File: src/hdl/flba_pkg.sv
package flba_pkg;

  // Pool geometry
  localparam int unsigned POOL_BLOCKS = 256;
  localparam int unsigned LINK_DEPTH  = 256;
  localparam int unsigned IDX_W       = 8;
  localparam int unsigned CNT_W       = 9;

  // Number of blocks that can ever be issued: the smaller of the pool and the link store.
  localparam logic [CNT_W-1:0] POOL_LIMIT =
    CNT_W'((POOL_BLOCKS > LINK_DEPTH) ? LINK_DEPTH : POOL_BLOCKS);
  localparam logic [CNT_W-1:0] IN_USE_MAX = '1;

  // Block size register and clamping limits
  localparam int unsigned        SIZE_W          = 13;
  localparam logic [SIZE_W-1:0]  MIN_BLOCK_BYTES = SIZE_W'(8);
  localparam logic [SIZE_W-1:0]  MAX_BLOCK_BYTES = SIZE_W'(4096);
  localparam logic [SIZE_W-1:0]  BLOCK_SIZE_RST  = SIZE_W'(64);
  localparam int unsigned        ADDR_OUT_W      = 20;

  // Configuration port
  localparam int unsigned PADDR_W = 3;
  localparam logic [PADDR_W-3:0] REG_BLOCK_SIZE = '0;

  // Operation codes
  localparam logic OP_ALLOC = 1'b0;
  localparam logic OP_FREE  = 1'b1;

  typedef enum logic [1:0] {
    STATUS_OK          = 2'd0,
    STATUS_EXHAUSTED   = 2'd1,
    STATUS_NONE_IN_USE = 2'd2
  } status_t;

  // One entry of the link store: the next block and the end-of-list mark
  typedef struct packed {
    logic             last;
    logic [IDX_W-1:0] next;
  } link_t;

  // A finished operation, handed from the control to the result stage
  typedef struct packed {
    logic [IDX_W-1:0] index;
    logic [CNT_W-1:0] in_use;
    logic [CNT_W-1:0] issued;
    status_t          status;
  } res_t;

  localparam int unsigned TDATA_OUT_W = 72;

endpackage

File: src/hdl/free_list_block_allocator.sv
// Channel  | Signals                              | Item
// s_*      | s_tvalid s_tready s_tdata s_tuser    | operation request
// m_*      | m_tvalid m_tready m_tdata            | result of one operation
// APB      | psel penable pwrite paddr pwdata ... | block size register at 0x0
//
// A free, a fresh allocate and a failed allocate hand on their result when accepted;
// an allocate served from the free list reads the link of the head block and hands
// on its result in the pop state, as the new list head comes out of the link store.
// Reset is synchronous, clears the list head and the counts and sets the block size
// register back to 64; the link store is not cleared. Results wait in a two-entry
// output queue, so a new item is accepted while a result is held by a stalled sink.
module free_list_block_allocator
  import flba_pkg::*;
(
  input  logic                   clk,
  input  logic                   rst,
  // Request: tdata = block_index[7:0]; tuser = operation (0 allocate, 1 free)
  input  logic                   s_tvalid,
  output logic                   s_tready,
  input  logic [7:0]             s_tdata,
  input  logic                   s_tuser,
  // Result: tdata = result_index[7:0], result_address[27:8],
  //   effective_block_size[40:28], blocks_in_use[49:41], blocks_issued[58:50],
  //   blocks_idle[67:59], status[69:68], zero fill[71:70]
  output logic                   m_tvalid,
  input  logic                   m_tready,
  output logic [TDATA_OUT_W-1:0] m_tdata,
  // Configuration
  input  logic                   psel,
  input  logic                   penable,
  input  logic                   pwrite,
  input  logic [PADDR_W-1:0]     paddr,
  input  logic [31:0]            pwdata,
  output logic [31:0]            prdata,
  output logic                   pready
);

  typedef enum logic {
    S_IDLE,
    S_POP
  } state_t;

  state_t            state, state_next;
  logic [IDX_W-1:0]  free_head, free_head_next;
  logic              list_empty, list_empty_next;
  logic [CNT_W-1:0]  issued_count, issued_count_next;
  logic [CNT_W-1:0]  in_use_count, in_use_count_next;
  logic [SIZE_W-1:0] size_cfg;
  logic [SIZE_W-1:0] eff_size;
  logic [CNT_W-1:0]  in_use_inc;

  logic              accept;
  logic              res_full;
  logic              push;
  res_t              push_item;
  logic              rd_en;
  logic              wr_en;
  link_t             wr_data;
  link_t             rd_data;
  logic              cfg_write;
  logic              cfg_hit;

  // Configuration port: writes complete in the access phase, never wait.
  assign pready    = 1'b1;
  assign cfg_hit   = (paddr[PADDR_W-1:2] == REG_BLOCK_SIZE);
  assign cfg_write = psel & penable & pwrite & pready & cfg_hit;
  assign prdata    = cfg_hit ? 32'(size_cfg) : '0;

  // The requested size is clamped to a usable block size.
  assign eff_size = (size_cfg < MIN_BLOCK_BYTES) ? MIN_BLOCK_BYTES :
                    (size_cfg > MAX_BLOCK_BYTES) ? MAX_BLOCK_BYTES : size_cfg;

  assign s_tready   = (state == S_IDLE) && !res_full;
  assign accept     = s_tvalid & s_tready;
  assign in_use_inc = (in_use_count == IN_USE_MAX) ? in_use_count : in_use_count + 1'b1;

  // A free links the block in front of the current head; the end mark is set
  // when the list was empty, standing in for a null pointer.
  assign wr_data.last = list_empty;
  assign wr_data.next = free_head;

  always_comb begin
    state_next        = state;
    free_head_next    = free_head;
    list_empty_next   = list_empty;
    issued_count_next = issued_count;
    in_use_count_next = in_use_count;
    push              = 1'b0;
    push_item         = '0;
    rd_en             = 1'b0;
    wr_en             = 1'b0;

    case (state)
      S_IDLE: begin
        if (accept) begin
          if (s_tuser == OP_ALLOC) begin
            if (!list_empty) begin
              // Fetch the link of the head block; the result follows next cycle.
              rd_en             = 1'b1;
              in_use_count_next = in_use_inc;
              state_next        = S_POP;
            end else if (issued_count < POOL_LIMIT) begin
              push               = 1'b1;
              push_item.index    = issued_count[IDX_W-1:0];
              push_item.status   = STATUS_OK;
              issued_count_next  = issued_count + 1'b1;
              in_use_count_next  = in_use_inc;
            end else begin
              push             = 1'b1;
              push_item.status = STATUS_EXHAUSTED;
            end
          end else begin
            push            = 1'b1;
            push_item.index = s_tdata;
            if (in_use_count == '0) begin
              push_item.status = STATUS_NONE_IN_USE;
            end else begin
              push_item.status  = STATUS_OK;
              wr_en             = 1'b1;
              free_head_next    = s_tdata;
              list_empty_next   = 1'b0;
              in_use_count_next = in_use_count - 1'b1;
            end
          end
        end
      end
      S_POP: begin
        push             = 1'b1;
        push_item.index  = free_head;
        push_item.status = STATUS_OK;
        if (rd_data.last) begin
          list_empty_next = 1'b1;
        end else begin
          free_head_next = rd_data.next;
        end
        state_next = S_IDLE;
      end
      default: begin
        state_next = S_IDLE;
      end
    endcase

    push_item.in_use = in_use_count_next;
    push_item.issued = issued_count_next;
  end

  always_ff @(posedge clk) begin
    if (rst) begin
      state        <= S_IDLE;
      free_head    <= '0;
      list_empty   <= 1'b1;
      issued_count <= '0;
      in_use_count <= '0;
      size_cfg     <= BLOCK_SIZE_RST;
    end else begin
      state        <= state_next;
      free_head    <= free_head_next;
      list_empty   <= list_empty_next;
      issued_count <= issued_count_next;
      in_use_count <= in_use_count_next;
      if (cfg_write) begin
        size_cfg <= pwdata[SIZE_W-1:0];
      end
    end
  end

  flba_link_mem u_link_mem (
    .clk     (clk),
    .wr_en   (wr_en),
    .wr_addr (s_tdata),
    .wr_data (wr_data),
    .rd_en   (rd_en),
    .rd_addr (free_head),
    .rd_data (rd_data)
  );

  flba_result u_result (
    .clk       (clk),
    .rst       (rst),
    .push      (push),
    .push_item (push_item),
    .eff_size  (eff_size),
    .full      (res_full),
    .m_tvalid  (m_tvalid),
    .m_tready  (m_tready),
    .m_tdata   (m_tdata)
  );

endmodule

File: src/hdl/flba_link_mem.sv
module flba_link_mem
  import flba_pkg::*;
(
  input  logic             clk,
  input  logic             wr_en,
  input  logic [IDX_W-1:0] wr_addr,
  input  link_t            wr_data,
  input  logic             rd_en,
  input  logic [IDX_W-1:0] rd_addr,
  output link_t            rd_data
);

  link_t mem [LINK_DEPTH];

  always_ff @(posedge clk) begin
    if (wr_en) begin
      mem[wr_addr] <= wr_data;
    end
  end

  always_ff @(posedge clk) begin
    if (rd_en) begin
      rd_data <= mem[rd_addr];
    end
  end

endmodule

File: src/hdl/flba_result.sv
module flba_result
  import flba_pkg::*;
(
  input  logic                   clk,
  input  logic                   rst,
  input  logic                   push,
  input  res_t                   push_item,
  input  logic [SIZE_W-1:0]      eff_size,
  output logic                   full,
  output logic                   m_tvalid,
  input  logic                   m_tready,
  output logic [TDATA_OUT_W-1:0] m_tdata
);

  // Result word, lowest field first:
  // index, address, size, in use, issued, idle, status, zero fill
  typedef struct packed {
    logic [1:0]            pad;
    status_t               status;
    logic [CNT_W-1:0]      idle;
    logic [CNT_W-1:0]      issued;
    logic [CNT_W-1:0]      in_use;
    logic [SIZE_W-1:0]     size;
    logic [ADDR_OUT_W-1:0] address;
    logic [IDX_W-1:0]      index;
  } word_t;

  word_t            head;
  word_t            skid;
  logic [1:0]       count;
  word_t            entry;
  logic [IDX_W+SIZE_W-1:0] product;
  logic             pop;

  assign product = (IDX_W+SIZE_W)'(push_item.index) * (IDX_W+SIZE_W)'(eff_size);

  always_comb begin
    entry         = '0;
    entry.index   = push_item.index;
    entry.address = product[ADDR_OUT_W-1:0];
    entry.size    = eff_size;
    entry.in_use  = push_item.in_use;
    entry.issued  = push_item.issued;
    entry.idle    = (push_item.issued > push_item.in_use) ?
                    push_item.issued - push_item.in_use : '0;
    entry.status  = push_item.status;
  end

  assign pop      = m_tvalid & m_tready;
  assign m_tvalid = (count != 2'd0);
  assign full     = (count == 2'd2);
  assign m_tdata  = head;

  always_ff @(posedge clk) begin
    if (rst) begin
      count <= 2'd0;
    end else begin
      count <= count + 2'(push) - 2'(pop);
    end
  end

  always_ff @(posedge clk) begin
    case (count)
      2'd0: begin
        if (push) head <= entry;
      end
      2'd1: begin
        if (push && pop) head <= entry;
        else if (push)   skid <= entry;
      end
      2'd2: begin
        if (pop) begin
          head <= skid;
          if (push) skid <= entry;
        end
      end
      default: begin
        head <= head;
      end
    endcase
  end

endmodule

File: config.mk
export PLATFORM = sky130hd
export DESIGN_NAME = free_list_block_allocator
export DESIGN_NICKNAME = d
export VERILOG_FILES = /design/src/hdl/flba_pkg.sv /design/src/hdl/free_list_block_allocator.sv /design/src/hdl/flba_link_mem.sv /design/src/hdl/flba_result.sv
export SDC_FILE = /design/constraint.sdc
export NUM_CORES = 2
export LEC_CHECK = 0
export BUFFER_PORTS_ARGS = -buffer_cell sky130_fd_sc_hd__clkbuf_2
export CORE_MARGIN = 2
export CORE_UTILIZATION = 38
export DETAILED_ROUTE_END_ITERATION = 16
export PLACE_DENSITY = 0.58
export RECOVER_POWER = 100
export REMOVE_ABC_BUFFERS = 1
export SLEW_MARGIN = 20
export SYNTH_ARGS = -nofsm -noshare
export SYNTH_HDL_FRONTEND = slang
export SYNTH_HIERARCHICAL = 1
export SYNTH_SLANG_ARGS = --single-unit
File: constraint.sdc
create_clock -name clk -period 19.84 [get_ports clk]
set_input_delay 0.992 -clock clk [delete_from_list [all_inputs] [get_ports clk]]
set_output_delay 0.992 -clock clk [all_outputs]
set_load 0.01 [all_outputs]
# Yosys cells after proc, flatten, opt, wreduce, memory -nomap -nowiden
# Memories as Yosys holds them, arrays and structs flattened. A register that Yosys moved wholly into a read port is not among the register bits.
# Cells that the tools add are included.
# classes
eq_ne,12
add_sub_neg,6
n_lt_le_gt_ge,4
multipliers,1
n_mux,60
n_reduce_logical,12
n_bitwise,7
# ops
operator,count
72-bit 2-to-1 mux,6
72-bit one-hot mux with 3 select lines,1
72-bit one-hot mux with 2 select lines,1
9-bit 2-to-1 mux,13
8-bit 2-to-1 mux,8
13-bit 2-to-1 mux,3
8-bit one-hot mux with 2 select lines,2
8-bit by 13-bit multiplier with 20-bit output,1
1-bit 2-to-1 mux,19
9-bit by 1-bit adder with 9-bit output (second input constant),2
13-bit greater-than comparator (second input constant),1
13-bit by 4-bit less-than comparator with 1-bit output (second input constant),1
4-bit AND reduction,3
2-bit inequality test (second input constant),5
9-bit == test (second input constant),1
9-bit greater-than comparator,1
9-bit logical NOT,1
9-bit less-than comparator (second input constant),1
9-bit by 1-bit subtractor with 9-bit output (second input constant),1
9-bit subtractor,1
2-bit by 1-bit inequality test with 1-bit output (second input constant),4
2-bit 2-to-1 mux,3
1-bit one-hot mux with 2 select lines,3
1-bit AND,5
other kinds (12),15
# totals
inputBits,51
ff_bits,187
word_cells,126
ram_bits,2304
n_memories,1
# memory_table
name,words,width,read_ports,rd_ports_with_merged_regs,write_ports,line_no,rtl
u_link_mem.mem,256,9,1,1,1,flba_link_mem.sv:13,link_t mem [LINK_DEPTH];

# Longest topological paths before layout
# logic_depth
ltp_word,12
ltp_mapped,27
ltp_nobuf,23

# Hierarchy
# The synthesis kept the hierarchy.
# modules_own_cells
module,cells_per_inst,n_inst,area_per_inst_um2,seq_area_each_um2
flba_link_mem,4237,1,89368.2,69456.6
flba_result,808,1,8948.6,4244.1
free_list_block_allocator,337,1,2826.5,820.8

# Worst setup path before layout
# OpenSTA, ideal clock, no wires.
# synth_timing
kind,register to register
start,register list_empty
end,register u_result.head (netlist bit u_result/m_tdata[0]) (enable)
t_arrival_ns,9.157
stages_incl_launch_ff,7
n_path_buf,1
t_required_ns,19.245
setup_time_ns,0.595
path_slack_ns,10.088
cell_sequence,dfxtp_1 > clkbuf_1 > nor2_1 > o21bai_1 > nor2b_1 > a21oi_1 > o21ai_0
# synth_via
elab_chain_len,7
elab_cells_between_ends,8
# synth_lines
element,line_no,rtl
start: declaration,free_list_block_allocator.sv:45,"logic list_empty, list_empty_next;"
start signal: assignment,free_list_block_allocator.sv:158,list_empty <= list_empty_next;
1-bit 2-to-1 mux *,free_list_block_allocator.sv:97,if (!list_empty) begin
1-bit 2-to-1 mux *,free_list_block_allocator.sv:96,if (s_tuser == OP_ALLOC) begin
1-bit 2-to-1 mux *,free_list_block_allocator.sv:95,if (accept) begin
1-bit one-hot mux with 2 select lines *,free_list_block_allocator.sv:93,case (state)
via push,free_list_block_allocator.sv:54,logic push;
1-bit logical AND,flba_result.sv:68,if (push && pop) head <= entry;
2-bit by 1-bit inequality test with 1-bit output (no line),-,
4-bit AND reduction (no line) *,-,
end signal: assignment,flba_result.sv:65,if (push) head <= entry;
end signal: assignment,flba_result.sv:68,
end signal: assignment,flba_result.sv:73,head <= skid;
end: declaration,flba_result.sv:28,word_t head;
# Mark *: on every way through the listed nets, which the timed path passes. The rest lies on a longest branch.
# A chain may end at the register's enable or synchronous reset.

==> qor.yml <==
slew_violations: 3119
synth_top_cell_area_share_pct: 72.8
grt_usage_pct: 17.8
rows: 189
grt_max_degree: 148
min_from: "pwdata[0]"
start_util_pct: 38.2
gp_congestion: 0.790
ir_drop_mv: 0.0884
power_mw: 13.5
cts_tree: "done"
die_x_um: 520
clock.fmax_mhz: 82.2
hp-class: "in2reg"
numPortBuffers: 114
synth_cell_types: 103
clkSinkCount: 2496
crit_buf_inv: 4
numCtsBuffers: 270
core_um2: 265000
insertion_delay_ps: 880
min_path_cells: 3
worst-r2r-setup-slack_ps: 7670
holdPathEnd: "size_cfg[0]"
cts_hold_buf: 0
layout_common_cells: "edfxtp_1, mux4_2, nor2_1"
routedWlPerCell_um: 26.4
area_growth_pct: 11.9
fp.dieH_um: 520
syn_inst: 5382
post_cts_buffers: 0
synth.avg_cell_area_um2: 18.8
reg2reg_from: "free_head[1]"
dpl.hpwl_mm: 148
layout.cells.non_filler: 9296
dieArea_um2: 270000
violations: "max-capacitance violations, max-slew violations"
nNetsFinal: 5732
rsz0062_at_grt: "no"
async_flop_share_pct: 0
fin_crit_sh_pct: 61.3
cts_root_buf: "clkbuf_16"
critPathArrivalTime_ps: 12750
dr.first_iter.drc_count: 5433
grt_first_pass_wirelength_mm: 359
cp_slowest_stage_delay_ps: 4760
maxSlewHeadroom_pct: -359
dp_cells: 8822
end_kind: "flop"
fin_area_um2: 113000
drive_gt1_share_pct: 16.7
worst-setup-path-type: "reg2reg"
grt_pass1_vias: 52000
cts.htree.levels: 5
worst_slew_pin_slew_ps: 6880
drv_cap: 67
cts_max_path_buffers: 4
finalWirelength_mm: 245
ys_top_cells_by_area: "edfxtp_1, mux4_2, mux2i_1"
period_minus_slack_ps: 12170
rr_endpoint: "u_link_mem/rd_data[4]"
startpoint_type: "flop"
cp_max_fo: 147
setup_viol: 0
cp_num_cells: 10
finClkSkew_ps: 75.3
design.portCount: 158
ant_nets: 0
timing.hold.ws_ps: 394
ys_seq_area_share_pct: 73.7
first_pass_iters: 6
path_clk_slew_ps: 60
final_util_pct: 42.7
ys_ff_latch: 2496
outcome: "complete, but fails checks"
hold_viol_final: 0
r2r_cells: 10
dr_total_vias: 51800
cts_resized: 0
dpl_cell_area_um2: 105000
cp_cell_sequence: "clkbuf_1 -> clkbuf_1 -> buf_12 -> buf_12 -> nand2_1 -> a211oi_1 -> o31a_1 -> o21ai_0 -> a211oi_1 -> nor4_1"
drc: 0
grt_overflow: 0
p_leak_nw: 35.1
ys_warn_count: 6
synth_edf_count: 2453
viasPerCell: 5.57
synthFlopType: "edfxtp_1"
syn_area_um2: 101000
powerDensity_nw_per_um2: 120
cp_slowest_cell: "clkbuf_1"
path_delay_family: "buffers and inverters"
yosys.area.top_type: "edfxtp_1"
required_ps: 20420
final_common_cell: "edfxtp_1"
antenna_found_initial: 14
## synthesized netlist by cell type (30+ instances only)
master and instances:
clkbuf_1 149, o22ai_1 67, buf_6 30, a21oi_1 133
inv_1 101, o21ai_0 54, dfxtp_1 43, o221ai_1 35
a22oi_1 175, buf_4 51, buf_2 66, fa_1 66
nand2_1 278, nor3_1 40, ha_1 54, nor2b_1 65
mux4_2 467, nand3_1 42, mux2_2 31, edfxtp_1 2453
mux2i_1 186, nor2_1 340, and2_1 79
## kinds of logic after synthesis
group                    count (synthesis)  synth area share [%]
other                                    3                0.0111
multiplexers                           698                  12.9
flip-flops                            2496                  73.7
XOR/XNOR                                35                 0.311
AND/OR/NAND/NOR                        964                  4.49
AO/OA/AOI/OAI                          630                  4.33
adder cells (fa/ha/maj)                120                  1.97
buffers and inverters                  436                  2.33
## how the worst max path moves through the flow
| stage | startpoint | to |
|---|---|---|
| after floorplan | free_head[0] | u_link_mem/rd_data[0] |
| after global placement | s_tuser | u_result/m_tdata[22] |
| after detailed placement | s_tuser | u_result/m_tdata[22] |
| after CTS | free_head[0] | u_link_mem/rd_data[6] |
| after global routing | free_head[0] | u_link_mem/rd_data[2] |
| final | free_head[1] | u_link_mem/rd_data[4] |
## report_power, final
| part | switching, mW | total, mW | leakage (nW) | internal (mW) |
|---|---|---|---|---|
| combinational | 1.52 | 2.31 | 8.10 | 0.788 |
| sequential | 0.0929 | 6.37 | 22.9 | 6.28 |
| clock | 2.02 | 4.85 | 4.12 | 2.83 |
| total | 3.63 | 13.5 | 35.1 | 9.90 |
## stage by stage
stage | setup slack (ps) | setup TNS [ps]
floorplan | -13400 | -3848990
global placement | 12890 | 0
detailed placement | 12890 | 0
CTS | 13070 | 0
global route | 6470 | 0
finish | 7670 | 0
## cell type report
type / instances / area [um2]
clock buffer: 344 / 7160
inverter: 104 / 390
antenna: 3 / 7.51
timing repair buffer: 220 / 1060
multi-input combinational: 2469 / 24300
sequential: 2496 / 74500
clock inverter: 127 / 1280
fill: 23200 / 152000
tap: 3533 / 4420
## state kept, by name, summed over array words and instances (netlist names)
signal,cells
u_link_mem/mem,2304
state,1
u_link_mem/rd_data,9
u_result/count,2
u_result/skid,70
list_empty,1
u_result/m_tdata,70
size_cfg,13
in_use_count,9
free_head,8
issued_count,9
## per-layer routing
metal  wire length [um]  up-vias  track usage (%)
li1                   -    22000                -
met1             103000    27500             24.8
met2             119000     1925             29.0
met3              17200      381             3.01
met4               6230        2             4.94
met5                 12        -                0
## worst register-to-register path, cell delays in order (launching register included)
cell      delay, ps
dfxtp_1         480
clkbuf_1       4760
clkbuf_1       2620
buf_12          620
buf_12          720
nand2_1         610
a211oi_1        420
o31a_1          330
o21ai_0         300
a211oi_1        920
nor4_1          100
No activity file was read; power rests on OpenSTA's default activity.
